File: src/rtl/mpws_pkg.sv
// shared constants, types and the sine table for the metallic phase waveshaper
`default_nettype none

package mpws_pkg;

	// sine table geometry
	localparam int SINE_TABLE_BITS = 10;
	localparam int SINE_N          = 1 << SINE_TABLE_BITS;
	localparam int SINE_QUARTER    = SINE_N / 4;
	localparam int SINE_W          = 16;

	// field and datapath widths
	localparam int SAMPLE_W  = 16;
	localparam int INTENS_W  = 16;
	localparam int PHASE_W   = 16;
	localparam int ANGLE_W   = 32;
	localparam int FRAC_W    = 16;
	localparam int AMP_W     = 15;
	localparam int DRV_W     = 16;
	localparam int SPREAD_W  = 19;
	localparam int MUL_W     = 32;
	localparam int PROD_W    = 2 * MUL_W;
	localparam int ACC_W     = 32;
	localparam int X_W       = 25;
	localparam int X2_W      = 26;
	localparam int DEN_W     = 30;
	localparam int QUOT_W    = 25;
	localparam int NUM_W     = DEN_W + QUOT_W;

	// intensity register
	localparam logic [INTENS_W-1:0] INTENS_RESET = 16'd16384;
	localparam logic [INTENS_W-1:0] INTENS_MAX   = 16'd32768;

	// intensity dependent terms, q15 coefficients
	localparam logic [PHASE_W-1:0]  PH_BASE     = 16'd1043;
	localparam logic [MUL_W-1:0]    K_PH        = 32'd2608;
	localparam logic [AMP_W-1:0]    AE_BASE     = 15'd8192;
	localparam logic [MUL_W-1:0]    K_AE        = 32'd9830;
	localparam logic [AMP_W-1:0]    AO_BASE     = 15'd4915;
	localparam logic [MUL_W-1:0]    K_AO        = 32'd6554;
	localparam logic [DRV_W-1:0]    DRV_BASE    = 16'd26214;
	localparam logic [MUL_W-1:0]    K_DRV       = 32'd13107;
	localparam logic [SPREAD_W-1:0] SPREAD_BASE = 19'd98304;
	localparam logic [SPREAD_W-1:0] MULT2_OFS   = 19'd131072;
	localparam logic [MUL_W-1:0]    TWO_OVER_PI = 32'd41722;
	localparam logic [DEN_W-1:0]    K27_Q24     = 30'd452984832;
	localparam logic [MUL_W-1:0]    OUT_GAIN    = 32'd19661;

	typedef logic signed [SINE_W-1:0] sine_t;

	typedef enum logic [4:0] {
		ST_IDLE,
		ST_INC,
		ST_AMP_E,
		ST_AMP_O,
		ST_DRV,
		ST_SCALE,
		ST_ANG_E,
		ST_ANG_O,
		ST_ANG_DONE,
		ST_RD_A,
		ST_RD_B,
		ST_DIFF,
		ST_INTERP,
		ST_WEIGHT,
		ST_ACCUM,
		ST_DRIVE,
		ST_X,
		ST_SQ,
		ST_X2,
		ST_NUM,
		ST_DIV_GO,
		ST_DIV_WAIT,
		ST_FIN
	} state_t;

	typedef struct packed {
		logic               start;
		logic [NUM_W-1:0]   num;
		logic [DEN_W-1:0]   den;
	} div_req_t;

	typedef struct packed {
		logic               done;
		logic [QUOT_W-1:0]  quot;
	} div_rsp_t;

	// taylor series of sin on [0, pi/2], argument in q30
	function automatic longint quarter_sine(longint x);
		longint term;
		longint sum;
		int     k;
		term = x;
		sum  = x;
		for (k = 1; k <= 7; k++) begin
			term = (term * x) >>> 30;
			term = (term * x) >>> 30;
			// divisor is (2k)(2k+1)
			unique case (k)
				1:       term = term / 6;
				2:       term = term / 20;
				3:       term = term / 42;
				4:       term = term / 72;
				5:       term = term / 110;
				6:       term = term / 156;
				default: term = term / 210;
			endcase
			if (k[0])
				sum = sum - term;
			else
				sum = sum + term;
		end
		if (sum < 0)
			sum = 0;
		sum = (sum * 32767 + (64'sd1 <<< 29)) >>> 30;
		if (sum > 32767)
			sum = 32767;
		return sum;
	endfunction

	// one full turn, quarter-wave symmetric
	function automatic logic [SINE_N*SINE_W-1:0] build_sine_rom();
		logic [SINE_N*SINE_W-1:0] rom;
		int     i;
		int     quad;
		int     r;
		longint v;
		rom = '0;
		for (i = 0; i < SINE_N; i++) begin
			quad = i >> (SINE_TABLE_BITS - 2);
			r    = i & (SINE_QUARTER - 1);
			if (quad[0])
				r = SINE_QUARTER - r;
			v = quarter_sine((64'sd1686629713 * longint'(r)) >>> (SINE_TABLE_BITS - 2));
			if (quad >= 2)
				v = -v;
			rom[i*SINE_W +: SINE_W] = v[SINE_W-1:0];
		end
		return rom;
	endfunction

	localparam logic [SINE_N*SINE_W-1:0] SINE_ROM = build_sine_rom();

endpackage

`default_nettype wire

File: src/rtl/mpws_div.sv
// restoring divider, one quotient bit per cycle
`default_nettype none

module mpws_div import mpws_pkg::*; (
	input  logic     clk,
	input  logic     arst_n,
	input  div_req_t req,
	output div_rsp_t rsp
);

	localparam int CNT_W = $clog2(QUOT_W + 1);

	logic [DEN_W-1:0]  rem_q;
	logic [DEN_W-1:0]  den_q;
	logic [QUOT_W-1:0] sh_q;
	logic [CNT_W-1:0]  cnt_q;
	logic              run_q;
	logic              done_q;
	logic [DEN_W:0]    trial;
	logic [DEN_W:0]    diff;
	logic              fits;

	// remainder stays below den, so trial stays below twice den
	assign trial = {rem_q, sh_q[QUOT_W-1]};
	assign diff  = trial - {1'b0, den_q};
	assign fits  = !diff[DEN_W];

	always_ff @(posedge clk or negedge arst_n) begin
		if (!arst_n) begin
			run_q  <= 1'b0;
			done_q <= 1'b0;
			cnt_q  <= '0;
		end else begin
			done_q <= run_q && (cnt_q == CNT_W'(1));
			if (req.start) begin
				run_q <= 1'b1;
				cnt_q <= CNT_W'(QUOT_W);
			end else if (run_q) begin
				cnt_q <= cnt_q - CNT_W'(1);
				if (cnt_q == CNT_W'(1))
					run_q <= 1'b0;
			end
		end
	end

	// numerator low bits shift out while quotient bits shift in
	always_ff @(posedge clk) begin
		if (req.start) begin
			rem_q <= req.num[NUM_W-1 -: DEN_W];
			sh_q  <= req.num[QUOT_W-1:0];
			den_q <= req.den;
		end else if (run_q) begin
			rem_q <= fits ? diff[DEN_W-1:0] : trial[DEN_W-1:0];
			sh_q  <= {sh_q[QUOT_W-2:0], fits};
		end
	end

	assign rsp.done = done_q;
	assign rsp.quot = sh_q;

endmodule

`default_nettype wire

File: config.mk
export PLATFORM = sky130hd
export DESIGN_NAME = mpws_div
export DESIGN_NICKNAME = d
export VERILOG_FILES = /design/src/rtl/mpws_pkg.sv /design/src/rtl/mpws_div.sv
export SDC_FILE = /design/constraint.sdc
export NUM_CORES = 1
export LEC_CHECK = 0
export BUFFER_PORTS_ARGS = -buffer_cell sky130_fd_sc_hd__buf_2
export CAP_MARGIN = 20
export CORE_UTILIZATION = 56
export CTS_CLUSTER_DIAMETER = 40
export CTS_CLUSTER_SIZE = 14
export DETAILED_ROUTE_END_ITERATION = 8
export PLACE_DENSITY = 0.8
export SYNTH_ARGS = -nofsm -noshare
export SYNTH_HDL_FRONTEND = slang
export SYNTH_SLANG_ARGS = --single-unit
File: constraint.sdc
create_clock -name clk -period 4.4 [get_ports clk]
set_clock_uncertainty 0.2 [all_clocks]
set_input_delay 0.88 -clock clk [delete_from_list [all_inputs] [get_ports clk]]
set_output_delay 0.88 -clock clk [all_outputs]
set_load 0.03 [all_outputs]
# Word-level counts from Yosys, hierarchy flattened
# Cells that the tools add are included.
[word_totals]
ff_bits = 92
latchBits = 0
ram_bits = 0
rom_bits = 0
in_bits = 88
wordCells = 22
memories = 0
[classes]
addsub = 2
n_mul = 0
n_div = 0
n_lt_le_gt_ge = 0
n_eq_ne = 1
shift = 0
mux = 10
bitwise = 0
reduce_logical = 3
[op_table]
columns = ["cell", "count"]
rows = [
  ["30-bit two-way mux", 3],
  ["25-bit two-way mux", 2],
  ["31-bit by 30-bit subtractor with 31-bit output", 1],
  ["5-bit two-way mux", 2],
  ["5-bit by 1-bit equality test with 1-bit output, second input constant", 1],
  ["5-bit by 1-bit subtractor with 5-bit output, second input constant", 1],
  ["1-bit two-way mux", 3],
  ["2-bit nonzero test", 1],
  ["1-bit logical AND", 1],
  ["1-bit logical NOT", 1],
]

# Longest topological paths before layout
# Gate-level depths: netlist (run 1).
[logic_depth]
ltp_word = 4
mapped_depth = 13

# Worst setup path after synthesis (run 1)
# No wires, ideal clock.
[synth_timing]
path_type = "flip-flop to flip-flop"
startpoint = "register sh_q[24]"
endpoint = "register rem_q[15], data pin"
setup_time_ps = 260
arrival_time_ps = 3003
slack_ps = 937
path_stages_with_launch = 13
n_path_buf = 1
period_less_slack_ps = 3463
path_cell_list = "edfxtp_1 inv_1 ha_1 fa_1 nor2b_1 o31a_1 o211a_1 nor3b_4 mux2i_4 nor2_2 buf_6 mux2_4 mux2_2"
[synth_between]
elab_chain_len = 4
[synth_lines]
columns = ["element", "line", "source"]
rows = [
  ["start, declared", "mpws_div.sv:15", "logic [QUOT_W-1:0] sh_q;"],
  ["start signal, assigned", "mpws_div.sv:50", "sh_q <= req.num[QUOT_W-1:0];"],
  ["start signal, assigned", "mpws_div.sv:54", "sh_q <= {sh_q[QUOT_W-2:0], fits};"],
  ["31-bit by 30-bit subtractor with 31-bit output", "mpws_div.sv:25", "assign diff = trial - {1'b0, den_q};"],
  ["30-bit two-way mux", "mpws_div.sv:53", "rem_q <= fits ? diff[DEN_W-1:0] : trial[DEN_W-1:0];"],
  ["30-bit two-way mux", "mpws_div.sv:52", "end else if (run_q) begin"],
  ["30-bit two-way mux", "mpws_div.sv:48", "if (req.start) begin"],
  ["end signal, assigned", "mpws_div.sv:49", "rem_q <= req.num[NUM_W-1 -: DEN_W];"],
  ["end signal, assigned", "mpws_div.sv:53", ""],
  ["end, declared", "mpws_div.sv:13", "logic [DEN_W-1:0] rem_q;"],
]
# Every way passes these cells. The select of a mux whose other input is x is not followed.
# A chain may end at the register's enable or synchronous reset.

# Worst setup path after layout (run 1)
[layout_timing]
startpoint = "register rem_q[4]"
endpoint = "register rem_q[23], data pin"
[layout_between]
elab_chain_len = 4
[layout_lines]
columns = ["element", "line"]
rows = [
  ["31-bit by 30-bit subtractor with 31-bit output", "mpws_div.sv:25"],
  ["30-bit two-way mux", "mpws_div.sv:53"],
  ["30-bit two-way mux", "mpws_div.sv:52"],
  ["30-bit two-way mux", "mpws_div.sv:48"],
]
# Every way passes these cells. The select of a mux whose other input is x is not followed.

==> flow_metrics.env, run 1 <==
export IMPL_status="complete, no violations"
export IMPL_grt_usage_pct=24.55
export IMPL_row_count=36
export IMPL_synth_edf_count=85
export IMPL_syn_to_final_growth_pct=15.16
export IMPL_synthCells=510
export IMPL_final_nets=740
export IMPL_routed_wl_um=12090
export IMPL_power_leakage_uw=0.002888
export IMPL_setup_viol=0
export IMPL_synth_async_reset_ratio_pct=7.609
export IMPL_max_stage_delay_ns=0.52
export IMPL_drcViolationCount=0
export IMPL_clock_latency_ns=0.37
export IMPL_initialDrtViolationCount=252
export IMPL_clock_sinks=92
export IMPL_place_ws_ns=0.6465
export IMPL_grt_overflow=0
export IMPL_yosysWarnings=0
export IMPL_met3_usage_pct=6.772
export IMPL_synthTopCellsByArea="edfxtp_1 45%, ha_1 7.1%, mux2_2 6.0%"
export IMPL_yosysTopAreaCell="edfxtp_1"
export IMPL_numPortBuffers=113
export IMPL_cts_buffers=9
export IMPL_tightest_slew_ns=0.6322
export IMPL_grt_busiest_layer="met2"
export IMPL_reg2reg_depth=9
export IMPL_utilization_pct=66.42
export IMPL_r2r_setup_slack_ns=0.62
export IMPL_post_route_min_period_ns=3.782
export IMPL_path_clk_slew_ns=0.09
export IMPL_fp_dieW_um=102.3
export IMPL_synth_most_common_cell="edfxtp_1"
export IMPL_avgRoutedWirePerCell_um=16.04
export IMPL_rr_startpoint="rem_q[4]"
export IMPL_cts_tree="yes"
export IMPL_rsz0062_at_grt="no"
export IMPL_grt_antenna_before_repair=0
export IMPL_yosys_area_top_type_share_pct=45.27
export IMPL_synthTopCellsByCount="85 x edfxtp_1, 47 x nand2_1, 40 x inv_1, 35 x a21oi_1, 32 x ha_1"
export IMPL_max_freq_ghz=0.2644
export IMPL_endpoint_kind="register"
export IMPL_finalWorstSetupSlack_ns=0.6182
export IMPL_cp_top_family="simple AND/OR/NAND/NOR gates"
export IMPL_ys_ff_latch=92
export IMPL_required_ns=4.33
export IMPL_vias=4283
export IMPL_ant_nets=0
export IMPL_finalHoldViolCount=0
export IMPL_relSlewSlack_pct=57.86
export IMPL_postSynthAreaPerCell_um2=11.05
export IMPL_crit_top_cell="or3_1"
export IMPL_hpwl_um=8854
export IMPL_fin_setup_tns_ns=0
export IMPL_syn_nets=631
export IMPL_clockBufferDepth=2
export IMPL_drive_gt1_share_pct=28.66
export IMPL_grt_pass1_wl_um=19480
export IMPL_antenna_diode_count=0
export IMPL_postCtsSetupBuffers=0
export IMPL_drv_cap=0
export IMPL_slowest_stage="or2_1"
export IMPL_fillers=785
export IMPL_dieArea_um2=10470
export IMPL_synth_seq_area_share_pct=48.38
export IMPL_hold_class="in2async"
export IMPL_yosysUniqueCellTypes=59
export IMPL_worstPathMaxFanout=12
export IMPL_grt_max_degree=66
export IMPL_place_gp_congestion=0.9228
export IMPL_cts_hold_buf=0
export IMPL_crit_type="reg2reg"
export IMPL_grt_pass1_vias=4135
export IMPL_syn_cell_area_um2=5638
export IMPL_power_density_nw_per_um2=660.2
export IMPL_vdd_drop_max_mv=0.4386
export IMPL_r2r_end="rem_q[23]"
export IMPL_via_per_inst=5.680
export IMPL_cts_max_level=3
export IMPL_initial_core_util_pct=57.68
export IMPL_cts_resized=0
export IMPL_crit_buf_inv=0
export IMPL_firstDrtPassIters=5
export IMPL_root_buffer="clkbuf_8"
export IMPL_startpoint_type="register"
export IMPL_die_h_um=102.3
export IMPL_post_route_period_util_pct=85.95
export IMPL_core_area_um2=9774
export IMPL_crit_chain="ha_1 -> a21o_1 -> or3_1 -> o211a_1 -> nor3b_4 -> mux2i_4 -> or2_1 -> nor4_1 -> or3_1"
export IMPL_grtUsageMet2_pct=39.70
export IMPL_synthFlopType="edfxtp_1"
export IMPL_cp_arrival_ns=3.71
export IMPL_ios=114
export IMPL_slew_viol_final=0
export IMPL_grt_util_met1_pct=31.74
## per-layer routing
metal | up-vias | part of all wire [%]
met1 | 2021 | 45
li1 | 2093 | -
met5 | - | 0
met4 | 0 | 2.0
met2 | 142 | 47
met3 | 27 | 5.2
## sequential cells by signal (all words and copies together) (netlist names)
register,count
den_q,30
rem_q,30
sh_q,25
cnt_q,5
done_q,1
run_q,1
## layout make-up
cell class | count | area [um^2] | area share [%]
multi-input cells | 357 | 2634 | 40.57
inverters | 40 | 150.1 | 2.313
clock buffers | 9 | 123.9 | 1.908
well taps | 133 | 166.4 | 2.563
repair buffers | 119 | 613.1 | 9.443
flip-flops and latches | 92 | 2728 | 42.01
clock inverters | 4 | 77.57 | 1.195
## worst register-to-register path, cell delays in order (launching register included)
cell,delay (ns)
edfxtp_1,0.43
ha_1,0.39
a21o_1,0.19
or3_1,0.32
o211a_1,0.26
nor3b_4,0.35
mux2i_4,0.40
or2_1,0.52
nor4_1,0.09
or3_1,0.38
## report_power, final
group	total [uW]	internal, uW	switching [uW]
sequential	1350	1220	120
clock	601	312	289
combinational	2340	1010	1330
## kinds of logic (layout without fill, tap and decap cells)
kind of cell	count (synthesis)	count (layout)	share of synthesized area (%)
simple gates	132	132	12.34
compound gates	119	119	13.32
flops	92	92	48.38
buf+inv	61	172	4.904
mux	46	46	9.410
fa+ha+maj	33	33	7.457
xor+xnor	27	27	4.194
## how the worst max path moves through the flow
stage,cells after the start,start,to,slack (ns)
CTS,11,sh_q[24],rem_q[29],0.65
floorplan,12,sh_q[24],rem_q[15],0.94
detailed placement,9,rem_q[4],rem_q[29],0.65
finish,9,rem_q[4],rem_q[23],0.62
global placement,9,rem_q[4],rem_q[29],0.74
global route,9,rem_q[4],rem_q[29],0.39
## layout by cell type, fill, tap and decap left out, types with 9 or more instances in the layout
master    netlist  routed
xnor2_1        11      11
edfxtp_1       85      85
buf_2           2     112
nor2_1         13      13
inv_1          40      40
mux2_2         30      30
ha_1           32      32
nand2_1        47      47
a21o_1         11      11
nor3_1         12      12
o21ai_0        29      29
clkbuf_8        0       9
a21oi_1        35      35
xor2_1         16      16
mux2i_1        11      11
## metrics by stage
| step | total power [uW] | instance area (um^2) | hold slack (ns) | cells |
|---|---|---|---|---|
| 6_report | 4286 | 6492 | 0.1273 | 754 |
| 5_1_grt | 4590 | 6492 | 0.1034 | 754 |
| 2_1_floorplan | 3187 | 5638 | 0.2852 | 510 |
| 3_3_place_gp | 3581 | 6291 | 0.3096 | 741 |
| 4_1_cts | 4272 | 6492 | 0.1093 | 754 |
| 3_5_place_dp | 3656 | 6291 | 0.3112 | 741 |
Power figures use the tool's default switching activity.
==> inputs of run 2 (changes only) <==
--- a/config.mk
+++ b/config.mk
@@ -7,11 +7,11 @@
 export LEC_CHECK = 0
 export BUFFER_PORTS_ARGS = -buffer_cell sky130_fd_sc_hd__buf_2
 export CAP_MARGIN = 20
-export CORE_UTILIZATION = 56
+export CORE_UTILIZATION = 60
 export CTS_CLUSTER_DIAMETER = 40
 export CTS_CLUSTER_SIZE = 14
 export DETAILED_ROUTE_END_ITERATION = 8
-export PLACE_DENSITY = 0.8
+export PLACE_DENSITY = 0.85
 export SYNTH_ARGS = -nofsm -noshare
 export SYNTH_HDL_FRONTEND = slang
 export SYNTH_SLANG_ARGS = --single-unit
==> constraint.sdc (replaced) <==
create_clock -name clk -period 4.8 [get_ports clk]
set_clock_uncertainty 0.2 [all_clocks]
set_input_delay 0.96 -clock clk [delete_from_list [all_inputs] [get_ports clk]]
set_output_delay 0.96 -clock clk [all_outputs]
set_load 0.03 [all_outputs]
==> run 2 against run 1 <==
  * Clock power rose by 3%
  * Utilization increased by 4.6 points
  * Worst hold slack improved by 0.066 ns
  * Critical endpoint is now rem_q[15]
  * Critical path depth rose by 1
  * Critical path type unchanged
  * Setup slack better by 0.14 ns
  * Fmax down 6.4%
  * Combinational power fell by 8%
  * Die area shrank 6.5%
==> flow_metrics.env, run 2 (synthesis results as in run 1) <==
export IMPL_dp_cells=718
export IMPL_p_int_uw=2345
export IMPL_layout_commonest_cell="buf_2"
export IMPL_avgRoutedWirePerCell_um=17.03
export IMPL_fin_setup_tns_ns=0
export IMPL_finalHoldViolCount=0
export IMPL_grt_usage_pct=26.79
export IMPL_vdd_drop_max_mv=0.4110
export IMPL_postCtsSetupBuffers=0
export IMPL_dieArea_um2=9788
export IMPL_power_leakage_uw=0.002904
export IMPL_post_route_period_util_pct=84.20
export IMPL_core_area_um2=9153
export IMPL_fillers=659
export IMPL_cts_resized=0
export IMPL_grt_overflow=0
export IMPL_crit_buf_inv=1
export IMPL_antenna_diode_count=0
export IMPL_hpwl_um=9090
export IMPL_cts_buffers=9
export IMPL_cts_tree="yes"
export IMPL_endpoint_kind="register"
export IMPL_via_per_inst=5.920
export IMPL_startpoint_type="register"
export IMPL_initialDrtViolationCount=336
export IMPL_grt_pass1_wl_um=20780
export IMPL_drv_cap=0
export IMPL_grt_antenna_before_repair=0
export IMPL_vias=4345
export IMPL_multi_input_area_um2=2634
export IMPL_ios=114
export IMPL_drcViolationCount=0
export IMPL_placed_area_um2=6256
export IMPL_ant_nets=0
export IMPL_worstPathMaxFanout=9
export IMPL_power_density_nw_per_um2=616.9
export IMPL_cp_arrival_ns=3.96
export IMPL_hold_class="in2async"
export IMPL_slew_viol_final=0
export IMPL_post_route_min_period_ns=4.042
export IMPL_clock_latency_ns=0.37
export IMPL_reg2reg_depth=10
export IMPL_pwr_share_clk_pct=15.5
export IMPL_r2r_setup_slack_ns=0.76
export IMPL_grt_max_degree=48
export IMPL_syn_to_final_growth_pct=15.22
export IMPL_final_cell_area_um2=6496
export IMPL_clock_sinks=92
export IMPL_cts_max_level=3
export IMPL_crit_chain="ha_1 -> a211o_1 -> a2111oi_2 -> nor4_1 -> o211a_1 -> a2111o_1 -> nor2_2 -> buf_4 -> mux2_4 -> mux2_2"
export IMPL_cp_depth=10
export IMPL_relSlewSlack_pct=46.49
export IMPL_slowest_stage="a2111o_1"
export IMPL_grt_pass1_vias=4434
export IMPL_die_h_um=98.94
export IMPL_final_cells=734
export IMPL_max_freq_ghz=0.2474
export IMPL_cts_hold_buf=0
export IMPL_tightest_slew_ns=0.8027
export IMPL_switching_power_uw=1663
export IMPL_required_ns=4.72
export IMPL_drive_gt1_share_pct=28.89
export IMPL_numPortBuffers=113
export IMPL_place_gp_congestion=0.9186
export IMPL_crit_start="rem_q[14]"
export IMPL_largest_registers="den_q (30), rem_q (30), sh_q (25)"
export IMPL_max_stage_delay_ns=0.51
export IMPL_crit_end="rem_q[15]"
export IMPL_r2r_end="rem_q[15]"
export IMPL_path_clk_slew_ns=0.10
export IMPL_routed_wl_um=12500
export IMPL_share_comb_of_total_power_pct=53.7
export IMPL_root_buffer="clkbuf_8"
export IMPL_regArea_um2=2728
export IMPL_final_nets=739
export IMPL_sequentialPowerShare_pct=30.8
export IMPL_status="complete, no violations"
export IMPL_fin_total_pwr_uw=4007
export IMPL_initial_core_util_pct=61.60
export IMPL_crit_type="reg2reg"
export IMPL_firstDrtPassIters=5
export IMPL_utilization_pct=70.98
export IMPL_fp_dieW_um=98.94
export IMPL_row_count=35
export IMPL_setup_viol=0
export IMPL_rr_startpoint="rem_q[14]"
export IMPL_switching_share_pct=41.49
export IMPL_clockBufferDepth=2
export IMPL_rsz0062_at_grt="no"
export IMPL_most_common_layout_cells="112 x buf_2, 85 x edfxtp_1, 47 x nand2_1"
export IMPL_cp_top_family="compound AO/OA/AOI/OAI gates"
-- run 2: changes by cell type in the layout (fill, tap and decap cells not counted) --
| cell | delta |
|---|---|
| buf_4 | -1 |
| clkinv_4 | -1 |
| clkinv_8 | +1 |
| inv_6 | +1 |
| inv_8 | +2 |
-- run 2: area by class of cell --
cell class	instances	area share (%)
sequential	92	41.99
multi-input combinational	357	40.54
timing repair buffer	118	9.322
inverter	40	2.311
tap	111	2.138
clock buffer	9	1.907
clock inverter	7	1.791
-- run 2: power by group through the flow --
stage | sequential [uW] | combinational [uW] | clock (uW)
after global routing | 1260 | 2350 | 651
after floorplan | 1280 | 1640 | 0
after detailed placement | 1250 | 2090 | 0
after global placement | 1230 | 2030 | 0
final | 1240 | 2150 | 619
after CTS | 1230 | 2120 | 627
-- run 2: how the worst min path moves through the flow --
stage,startpoint,to,cells after the start
after global placement,cnt_q[4],cnt_q[4],2
after CTS,arst_n,run_q,1
after floorplan,cnt_q[4],cnt_q[4],2
final,arst_n,cnt_q[4],1
after detailed placement,cnt_q[4],cnt_q[4],2
after global routing,arst_n,run_q,1
-- run 2: stage by stage --
step	setup slack, ns	hold slack (ns)
2_1_floorplan	1.337	0.2852
3_3_place_gp	0.8960	0.3065
3_5_place_dp	0.7895	0.3398
4_1_cts	0.7602	0.1859
5_1_grt	0.5968	0.1885
6_report	0.7582	0.1932
-- run 2: layer usage --
metal	track usage, %	vias to the layer above	routed length, um
li1	-	2104	-
met4	7.233	0	221
met5	0	-	0
met2	46.15	171	6203
met1	34.08	2042	5312
met3	5.957	28	765
-- run 2: worst reg2reg max path: cells and delay by family (launching register included) --
family / cells / cell delay, ns
AO/OA/AOI/OAI: 4 / 1.43
AND/OR/NAND/NOR: 2 / 0.56
multiplexers: 2 / 0.55
flip-flops: 1 / 0.41
adder cells (fa/ha/maj): 1 / 0.40
buffers and inverters: 1 / 0.26
